==> src/hw/rtl/tilt_complementary_filter_core_defines.svh <==
// ----------------------------------------------------------------------------
// tilt filter assertion macros
// shared property wrappers for the tilt filter core
// ----------------------------------------------------------------------------
`ifndef TILT_COMPLEMENTARY_FILTER_CORE_DEFINES_SVH
`define TILT_COMPLEMENTARY_FILTER_CORE_DEFINES_SVH

// implication checked on every edge outside reset
`define TCF_ASSERT_IMPL(label, clk, rst_n, ante, cons) \
    label: assert property (@(posedge clk) disable iff (!rst_n) (ante) |-> (cons)) \
        else $error("tcf assertion failed");

// implication checked in the cycle after the antecedent
`define TCF_ASSERT_NEXT(label, clk, rst_n, ante, cons) \
    label: assert property (@(posedge clk) disable iff (!rst_n) (ante) |=> (cons)) \
        else $error("tcf assertion failed");

`endif

==> src/hw/rtl/tcf_pkg.sv <==
// ----------------------------------------------------------------------------
// tcf_pkg
// shared types, constants and angle table for the tilt filter
// ----------------------------------------------------------------------------
package tcf_pkg;

    localparam int CORDIC_STEPS = 16;
    localparam int NUM_CELLS    = (CORDIC_STEPS < 32) ? CORDIC_STEPS : 32;
    localparam int CNT_W        = $clog2(NUM_CELLS + 1);
    localparam int SH_W         = 5;
    localparam int XY_W         = 52;
    localparam int Z_W          = 32;
    localparam int SQ_W         = 33;
    localparam int RT_W         = 33;
    localparam logic [15:0] WEIGHT_RESET = 16'd64225;

    typedef enum logic [2:0] {
        ST_IDLE,
        ST_ROOT,
        ST_CORDIC,
        ST_GYRO,
        ST_BLEND,
        ST_OUT
    } t_state;

    // one cordic lane handed from cell to cell
    typedef struct packed {
        logic signed [XY_W-1:0] x;
        logic signed [XY_W-1:0] y;
        logic signed [Z_W-1:0]  z;
    } t_lane;

    function automatic logic signed [Z_W-1:0] atan_q8(input logic [SH_W-1:0] i);
        logic signed [Z_W-1:0] v;
        case (i)
            5'd0:  v = 32'sd11520000;
            5'd1:  v = 32'sd6800653;
            5'd2:  v = 32'sd3593278;
            5'd3:  v = 32'sd1824004;
            5'd4:  v = 32'sd915542;
            5'd5:  v = 32'sd458217;
            5'd6:  v = 32'sd229164;
            5'd7:  v = 32'sd114589;
            5'd8:  v = 32'sd57295;
            5'd9:  v = 32'sd28648;
            5'd10: v = 32'sd14324;
            5'd11: v = 32'sd7162;
            5'd12: v = 32'sd3581;
            5'd13: v = 32'sd1790;
            5'd14: v = 32'sd895;
            5'd15: v = 32'sd448;
            5'd16: v = 32'sd224;
            5'd17: v = 32'sd112;
            5'd18: v = 32'sd56;
            5'd19: v = 32'sd28;
            5'd20: v = 32'sd14;
            5'd21: v = 32'sd7;
            5'd22: v = 32'sd3;
            5'd23: v = 32'sd2;
            5'd24: v = 32'sd1;
            default: v = '0;
        endcase
        return v;
    endfunction

endpackage

==> src/hw/rtl/tcf_sqrt.sv <==
// ----------------------------------------------------------------------------
// tcf_sqrt
// bit-serial integer square root of s * 2^32, one result bit per cycle
// ----------------------------------------------------------------------------
module tcf_sqrt (
    input  logic                          i_clk,
    input  logic                          i_rst_n,
    input  logic                          i_start,
    input  logic [tcf_pkg::SQ_W-1:0]      i_sq,
    output logic                          o_done,
    output logic [tcf_pkg::RT_W-1:0]      o_root
);
    // radicand padded to an even width so the bit pairs line up with bit 0
    localparam int RAD_W = tcf_pkg::SQ_W + 33;
    localparam int CW    = $clog2(tcf_pkg::RT_W + 1);

    logic [RAD_W-1:0]       r_rad, n_rad;
    logic [tcf_pkg::RT_W+1:0] r_rem, n_rem;
    logic [tcf_pkg::RT_W-1:0] r_root, n_root;
    logic [CW-1:0]          r_cnt, n_cnt;
    logic                   r_busy, n_busy;
    logic [tcf_pkg::RT_W+1:0] w_trial;
    logic [tcf_pkg::RT_W+1:0] w_shrem;

    always_comb begin
        n_rad  = r_rad;
        n_rem  = r_rem;
        n_root = r_root;
        n_cnt  = r_cnt;
        n_busy = r_busy;
        w_shrem = {r_rem[tcf_pkg::RT_W-1:0], r_rad[RAD_W-1 -: 2]};
        w_trial = {r_root, 2'b01};
        if (i_start) begin
            n_rad  = {1'b0, i_sq, 32'd0};
            n_rem  = '0;
            n_root = '0;
            n_cnt  = CW'(tcf_pkg::RT_W);
            n_busy = 1'b1;
        end else if (r_busy) begin
            n_rad = {r_rad[RAD_W-3:0], 2'b00};
            if (w_shrem >= w_trial) begin
                n_rem  = w_shrem - w_trial;
                n_root = {r_root[tcf_pkg::RT_W-2:0], 1'b1};
            end else begin
                n_rem  = w_shrem;
                n_root = {r_root[tcf_pkg::RT_W-2:0], 1'b0};
            end
            n_cnt = r_cnt - 1'b1;
            if (r_cnt == CW'(1)) begin
                n_busy = 1'b0;
            end
        end
    end

    always_ff @(posedge i_clk) begin
        if (!i_rst_n) begin
            r_busy <= 1'b0;
            r_cnt  <= '0;
        end else begin
            r_busy <= n_busy;
            r_cnt  <= n_cnt;
        end
        r_rad  <= n_rad;
        r_rem  <= n_rem;
        r_root <= n_root;
    end

    assign o_done = r_busy && (r_cnt == CW'(1));
    assign o_root = n_root;
endmodule

==> config.mk <==
export PLATFORM = sky130hd
export DESIGN_NAME = tcf_sqrt
export DESIGN_NICKNAME = d
export VERILOG_FILES = /design/src/hw/rtl/tilt_complementary_filter_core_defines.svh /design/src/hw/rtl/tcf_pkg.sv /design/src/hw/rtl/tcf_sqrt.sv
export SDC_FILE = /design/constraint.sdc
export NUM_CORES = 1
export LEC_CHECK = 0
export BUFFER_PORTS_ARGS = -buffer_cell sky130_fd_sc_hd__buf_4
export CAP_MARGIN = 20
export CORE_AREA = 2 2 126 128
export CTS_CLUSTER_SIZE = 40
export DETAILED_ROUTE_END_ITERATION = 12
export DIE_AREA = 0 0 128 130
export GPL_ROUTABILITY_DRIVEN = 0
export HOLD_SLACK_MARGIN = 0.02
export PLACE_DENSITY = 0.63
export SKIP_CTS_REPAIR_TIMING = 1
export SYNTH_ARGS = -nofsm -noshare
export SYNTH_HDL_FRONTEND = slang
export SYNTH_SLANG_ARGS = --single-unit
==> constraint.sdc <==
create_clock -name i_clk -period 3.1 [get_ports i_clk]
set_input_delay 0.155 -clock i_clk [delete_from_list [all_inputs] [get_ports i_clk]]
set_output_delay 0.155 -clock i_clk [all_outputs]
set_load 0.02 [all_outputs]
Yosys cells after proc, flatten, opt, wreduce, memory -nomap -nowiden
Index checks and enable logic that the tools add are counted.
- add/sub/neg operators: 2
- multiply operators: 0
- div/mod/pow operators: 0
- order comparisons: 1
- eq/ne operators: 1
- shift operators: 0
- multiplexer cells: 11
- bitwise logic cells: 1
- reductions and logical operators: 3
- operators with widths (operator ; number):
    65-bit two-way mux ; 2
    33-bit two-way mux ; 3
    35-bit greater-or-equal comparator ; 1
    33-bit subtractor ; 1
    6-bit two-way mux ; 2
    6-bit by 1-bit == test with 1-bit output (second input constant) ; 1
    6-bit by 1-bit subtractor with 6-bit output (second input constant) ; 1
    1-bit two-way mux ; 4
    2-bit nonzero test ; 1
    2-bit OR reduction ; 1
    1-bit logical AND ; 1
    1-bit NOT ; 1
- flip-flop bits (word level): 107
- bits in latches: 0
- memory bits (writable): 0
- memory bits (read-only): 0
- bits of input ports: 36
- output and inout port bits: 34
- logic and storage cells: 26
- memories: 0

Depth between registers and ports, before layout
Gate-level depths: netlist of the first run.
- depth after elaboration: 4
- mapped depth: 12
- depth with buffers taken out: 10

Worst setup path before layout of the first run
No wires, ideal clock.
- path kind: register to register
- start: register r_root[22] (netlist name)
- end: register r_root[0] (netlist name)
- library setup time: 184 ps
- data arrival time: 2489 ps
- data required time: 2916 ps
- slack: 427 ps
- cell stages (with the launch flop): 12
- path buffers: 2
- clock period less this slack: 2673 ps
- cells stage by stage: dfxtp_1 inv_1 ha_1 buf_4 and3_1 and3_1 nand2_1 nor3_2 o21a_4 nor2_8 buf_4 a211oi_1
- longest elaborated chain between the ends: 4
- RTL lines (what ; RTL line ; source):
    from (decl) ; tcf_sqrt.sv:19 ; logic [tcf_pkg::RT_W-1:0] r_root, n_root;
    from (signal assigned) ; tcf_sqrt.sv:65 ; r_root <= n_root;
    35-bit greater-or-equal comparator ; tcf_sqrt.sv:41 ; if (w_shrem >= w_trial) begin
    1-bit two-way mux ; tcf_sqrt.sv:41 ;
    33-bit two-way mux ; tcf_sqrt.sv:39 ; end else if (r_busy) begin
    33-bit two-way mux ; tcf_sqrt.sv:33 ; if (i_start) begin
    net o_root (one bit) ; tcf_sqrt.sv:11 ; output logic [tcf_pkg::RT_W-1:0] o_root
The timed path passes the listed nets, and every way through them passes these cells.
A chain may end at the register's enable or synchronous reset.

Final worst setup path of the first run
- start: register r_root[22] (netlist name)
- end: output port o_root[0] (netlist name)
- longest elaborated chain between the ends: 4
- RTL lines (what ; RTL line):
    35-bit greater-or-equal comparator ; tcf_sqrt.sv:41
    1-bit two-way mux ; tcf_sqrt.sv:41
    33-bit two-way mux ; tcf_sqrt.sv:39
    33-bit two-way mux ; tcf_sqrt.sv:33
    to (decl) ; tcf_sqrt.sv:11
No other way between the ends.

==> results of run 1 <==
==> worst max-delay path: stages, from the launching register on <==
cell,delay (ps)
dfxtp_1,370
inv_1,60
ha_2,430
and3_1,250
and3_1,230
nand2_1,100
nor3_2,270
o21a_4,210
nor2_8,60
a211oi_2,290
buf_4,190
==> where the power goes <==
group / switching [uW] / internal, uW / total [uW]
registers: 143 / 1630 / 1780
logic: 2510 / 1740 / 4250
clock network: 542 / 635 / 1180
total: 3190 / 4010 / 7210
==> cell usage after synthesis (3+ instances only) <==
cell type	instances	area [sq um]
o211ai_1	9	67.6
nor3_1	5	25.0
mux2i_1	37	370
a21boi_0	4	30.0
nor4_1	5	31.3
a211oi_1	6	45.0
and2_1	5	31.3
edfxtp_1	33	991
o21ai_1	7	35.0
o31ai_1	3	22.5
o21bai_1	7	52.6
nand3_1	17	85.1
a21o_1	15	113
dfxtp_1	74	1480
nand2b_1	4	25.0
xnor2_1	17	149
a311oi_1	15	131
buf_1	3	11.3
ha_1	37	463
buf_4	7	52.6
clkbuf_1	21	78.8
nor2b_1	4	25.0
mux2_2	31	349
nand2_1	64	240
inv_1	50	188
o21a_1	8	60.1
or3_1	3	18.8
a31oi_1	5	31.3
and3_1	9	56.3
nand4_1	9	56.3
o21ai_0	24	120
a32oi_1	3	26.3
buf_2	5	25.0
nor2_1	83	312
a21oi_1	38	190
xor2_1	13	114
==> state kept, by name, summed over array words and instances (netlist names) <==
register	count
r_busy	1
r_rad	34
r_rem	33
r_cnt	6
r_root	33
==> through the flow <==
step	hold WS [ps]	setup TNS, ps	total power, uW	instance area [sq um]
after floorplan	273	0	4860	6490
after global placement	388	0	5690	7170
after detailed placement	394	0	5720	7170
after CTS	12.8	-141	6940	7470
after global routing	35.2	0	7680	7570
final	28.0	0	7210	7570
==> worst max-delay path by stage <==
stage                     startpoint   endpoint  slack [ps]  depth (start not counted)
after CTS                 r_root[14]  o_root[0]        -140                         10
final                     r_root[22]  o_root[0]         120                         10
after floorplan           r_root[22]  r_root[0]         430                         11
after global placement    r_root[14]  o_root[0]         280                         10
after detailed placement  r_root[22]  o_root[0]         280                         10
after global routing      r_root[22]  o_root[0]           4                         10
==> logic make-up after synthesis <==
logic type      synth area share, %
fa+ha+maj                      7.13
buf+inv                        5.70
compound gates                 18.9
mux                            11.1
simple gates                   15.1
flops                          38.1
xor+xnor                       4.05
==> area by class of cell <==
class                           instances  area, sq um  share of cell area (%)
Inverter                               51          191                    2.53
Multi-Input combinational cell        521         3700                    48.9
Clock buffer                           10          229                    3.03
Clock inverter                          6         70.1                   0.926
Timing Repair Buffer                   86          658                    8.70
Sequential cell                       107         2480                    32.7
Tap cell                              192          240                    3.18
==> per-layer routing <==
layer	routed length, um	part of all wire [%]
met1	7490	45
met2	7610	46
met3	1100	6.7
met4	261	1.6
met5	0	0
==> impl_metrics.yaml, run 1 <==
timing:
  max_freq_mhz: 335
  rsz0062_at_grt: "false"
  report.final.hold_viol_count: 0
  final_min_period_over_clock_period_pct: 96.3
  clock_skew_ps: 9.60
  fin_crit_ps: 2980
  worst_pin_slew_ps: 813
  slack_of_the_critical_path_ps: 116
  timing.max_slew.rel_slack_pct: 45.6
  final_setup_viols: 0
  maxSlewViolCount: 0
yosys:
  synthFlopType: "dfxtp_1"
  number_of_enable_type_register_cells_in_the_synthesized_netlist: 33
  synthesis.instances: 715
  postSynthNetCount: 788
  synth_warnings: 0
  async_reset_ff_share_pct: 0
  postSynthRegisterBits: 107
  syn-cell-area_sq_um: 6490
  netlist-cell-type-count: 65
  seq_area_frac_synth_pct: 38.1
  synthesized_area_divided_by_synthesized_cell_count_sq_um: 9.08
global_routing:
  first_global_vias: 5362
  grt_use_total_pct: 20.0
  grt-busiest-layer: "met2"
  gr-usage-met1_pct: 25.7
  wire_length_of_the_first_global_routing_pass_um: 26600
  groute.layer.met3.usage_pct: 5.86
  global_routing_met2_resource_utilization_pct: 32.4
  overflow: 0
  antenna_violations_before_repair: 0
  maximum_number_of_pins_on_one_net_before_global_route_repair: 61
routing:
  dr.pass1.iters: 5
  post_detailed_route_drc_marker_count: 0
  dr.first_iter.drc_count: 383
  drt.antenna.violating_nets: 0
  wl_per_cell_um: 16.9
  num_vias: 5456
  finalWirelength_um: 16500
  post_drt_via_cell_ratio: 5.61
worst_hold_path:
  hold_path.class: "in -> reg"
  min-delay-start: "i_rst_n"
  min_path_cells: 2
  worst_hold_path.endpoint: "r_busy"
placement:
  place_ws_ps: 275
  count_of_placed_standard_cells_including_taps: 950
  final_hpwl_dp_um: 11600
  port-buffer-count: 69
critical_path:
  worstReg2RegEnd: "r_rem[4]"
  ff2ff_path_depth: 11
  worstPathMaxFanout: 9
  end_kind: "output port"
  worst_ep_arrival_time_ps: 2830
  cp.required_ps: 2940
  critical_path.reg2reg.startpoint: "r_root[26]"
  critical_path_class: "reg -> out"
  rrSetupSlack_ps: 190
  timing.critical_path.from_type: "flip-flop"
die:
  fp-row-count: 46
  die-width_um: 128
  initial_core_utilization_pct: 42.1
  io_pins: 70
  core_area_sq_um: 15400
  die_area_sq_um: 16600
  dieHeight_um: 130
power:
  irDropWorstVdd_mv: 0.444
  power-per-cell-area_nw_per_um2: 952
  reported_leakage_power_uw: 0.00308
cells_and_area:
  insertedDiodeCount: 0
  non_filler_cells_in_the_finished_layout: 973
  layout_common_cells: "buf_4, nor2_1, dfxtp_1, nand2_1, inv_1"
  syn_to_final_growth_pct: 16.5
  fillCellCount: 1476
  final_common_cell: "buf_4"
  fin_util_pct: 49.1
  drive_gt1_share_pct: 21.6
  finalNetCount: 849
clocking:
  worst_setup_hold_path_clk_slew_ps: 70
  cts_made_buffers: 9
  clock_insertion_delay_worst_skew_ps: 360
  cts.htree.levels: 3
  cts_tree: "built"
  number_of_buffers_on_the_longest_clock_path: 2
  clockRootBuffer: "clkbuf_16"
  number_of_sinks_handled_by_clock_tree_synthesis: 107
run_status:
  result_of_the_run: "finished clean"
job:
  cap_violations: 0
Power figures use the tool's default switching activity.
==> inputs of run 2 (changes only) <==
--- a/config.mk
+++ b/config.mk
@@ -7,10 +7,10 @@
 export LEC_CHECK = 0
 export BUFFER_PORTS_ARGS = -buffer_cell sky130_fd_sc_hd__buf_4
 export CAP_MARGIN = 20
-export CORE_AREA = 2 2 126 128
+export CORE_AREA = 2 2 141 115
 export CTS_CLUSTER_SIZE = 40
 export DETAILED_ROUTE_END_ITERATION = 12
-export DIE_AREA = 0 0 128 130
+export DIE_AREA = 0 0 143 117
 export GPL_ROUTABILITY_DRIVEN = 0
 export HOLD_SLACK_MARGIN = 0.02
 export PLACE_DENSITY = 0.63
==> run 2 against run 1 <==
Critical path depth unchanged. Worst hold slack better by 7.7 ps. Clock skew is 3.0 ps higher. Largest cell class unchanged.
==> impl_metrics.yaml, run 2 (synthesized netlist as in run 1, its figures left out) <==
cells_and_area:
  syn_to_final_growth_pct: 15.8
  reg_with_most_ffs: "r_rad"
  multi_input_comb_area_sq_um: 3700
  largest_reg_flops: 34
  insertedDiodeCount: 0
  layout_common_cells: "nor2_1, buf_4, dfxtp_1, nand2_1, inv_1"
  fin_util_pct: 48.7
  largest_registers: "r_rad (34), r_rem (33), r_root (33)"
  final_common_cell: "nor2_1"
  fillCellCount: 1470
  drive_gt1_share_pct: 19.8
  finalNetCount: 842
  layout.area.seq_sq_um: 2480
  non_filler_cells_in_the_finished_layout: 989
power:
  power-per-cell-area_nw_per_um2: 941
  irDropWorstVdd_mv: 0.372
  seq_power_share_pct: 25.0
  clock_power_share_pct: 16.0
  cell_internal_power_uw: 3870
  power_switching_share_pct: 45.3
  pwr-share-comb_pct: 58.9
  reported_leakage_power_uw: 0.00305
  total_switching_power_uw: 3210
critical_path:
  critical_path.slowest_cell: "ha_1"
  path_cells: "inv_1 > ha_1 > nand4_1 > nor4_1 > nand4_1 > a21boi_2 > a31o_4 > nor2_8 > a211oi_2 > buf_4"
  critPathMaxStageDelay_ps: 440
  worst_ep_arrival_time_ps: 2810
  worstSetupEndpoint: "o_root[0]"
  worstReg2RegEnd: "r_rem[27]"
  critical-path-top-delay-family: "compound AO/OA/AOI/OAI gates"
  crit_path_frequent_cell: "nand4_1"
  critPathBufInv: 2
  setup.worst_path.start: "r_root[14]"
  end_kind: "output port"
  cp_num_cells: 10
  timing.critical_path.from_type: "flip-flop"
  worstPathMaxFanout: 9
  ff2ff_path_depth: 11
  critical_path_class: "reg -> out"
  critical_path.reg2reg.startpoint: "r_root[24]"
  rrSetupSlack_ps: 180
  cp.required_ps: 2940
timing:
  worst_pin_slew_ps: 679
  report.final.hold_viol_count: 0
  timing.max_slew.rel_slack_pct: 54.7
  max_freq_mhz: 337
  clock_skew_ps: 12.6
  fin_crit_ps: 2960
  timing.setup.tns_ps: 0
  final_setup_viols: 0
  maxSlewViolCount: 0
  final_min_period_over_clock_period_pct: 95.6
worst_hold_path:
  hold_path.class: "in -> reg"
routing:
  num_vias: 5390
  drt.antenna.violating_nets: 0
  finalWirelength_um: 16000
  post_detailed_route_drc_marker_count: 0
  wl_per_cell_um: 16.2
  dr.pass1.iters: 4
  post_drt_via_cell_ratio: 5.45
  dr.first_iter.drc_count: 422
clocking:
  cts.htree.levels: 3
  clock_insertion_delay_worst_skew_ps: 360
  cts_made_buffers: 9
  number_of_buffers_on_the_longest_clock_path: 2
  cts_tree: "built"
  number_of_sinks_handled_by_clock_tree_synthesis: 107
  worst_setup_hold_path_clk_slew_ps: 80
  clockRootBuffer: "clkbuf_16"
placement:
  count_of_placed_standard_cells_including_taps: 969
  port-buffer-count: 69
  final_hpwl_dp_um: 11300
die:
  fp-row-count: 41
  initial_core_utilization_pct: 42.1
  dieHeight_um: 117
  core_area_sq_um: 15400
  die_area_sq_um: 16700
  die-width_um: 143
  io_pins: 70
global_routing:
  maximum_number_of_pins_on_one_net_before_global_route_repair: 48
  antenna_violations_before_repair: 0
  wire_length_of_the_first_global_routing_pass_um: 26100
  grt_use_total_pct: 19.5
  first_global_vias: 5265
  overflow: 0
run_status:
  result_of_the_run: "finished clean"
job:
  cap_violations: 0
-- run 2: cell types whose count changed in the layout (fill, tap and decap cells not counted), moves of 2 or more --
cell and change:
ha_2 -8, ha_1 +6, buf_4 -6, inv_8 +2, ha_4 +2
-- run 2: metal layers --
layer,global-route usage (%),routed length [um],part of all wire [%],vias up
met2,30.8,7130,45,150
li1,-,-,-,2675
met1,27.6,7820,49,2546
met4,5.02,199,1.2,0
met5,0,0,0,-
met3,3.62,828,5.2,19
-- run 2: power by group through the flow --
| stage | Sequential (uW) | Clock [uW] | Combinational [uW] |
|---|---|---|---|
| final | 1770 | 1130 | 4170 |
| after global routing | 1790 | 1200 | 4540 |
| after CTS | 1770 | 1160 | 3920 |
| after detailed placement | 1800 | 0 | 3890 |
| after global placement | 1790 | 0 | 3850 |
| after floorplan | 1750 | 0 | 3120 |
-- run 2: cell type report --
class | count | share of cell area [%]
clock inverter | 6 | 0.766
clock buffer | 10 | 3.05
inverter | 51 | 2.55
timing repair buffer | 79 | 7.89
sequential | 107 | 32.9
tap | 215 | 3.58
multi-input combinational | 521 | 49.2
-- run 2: worst min-delay path by stage --
stage	start	endpoint	slack, ps	cells past startpoint
floorplan	i_rst_n	r_busy	270	1
global placement	i_rst_n	r_busy	400	2
detailed placement	i_rst_n	r_busy	400	2
CTS	i_rst_n	r_busy	20	2
global route	i_rst_n	r_busy	30	2
finish	i_rst_n	r_busy	40	2
-- run 2: metrics by stage --
| stage | area (sq um) | hold slack, ps | setup slack, ps | total power, uW |
|---|---|---|---|---|
| after floorplan | 6490 | 273 | 427 | 4860 |
| after global placement | 7160 | 401 | 307 | 5630 |
| after detailed placement | 7160 | 399 | 272 | 5680 |
| after CTS | 7450 | 24.1 | -121 | 6850 |
| after global routing | 7520 | 33.4 | -8.72 | 7530 |
| final | 7520 | 35.7 | 136 | 7080 |
-- run 2: worst register-to-register path, delay by kind of cell (launching register included) --
| kind | cells | cell delay, ps |
|---|---|---|
| buffers and inverters | 2 | 220 |
| AND/OR/NAND/NOR | 6 | 1340 |
| AO/OA/AOI/OAI | 2 | 480 |
| flip-flops | 1 | 360 |
| adder cells (fa/ha/maj) | 1 | 420 |
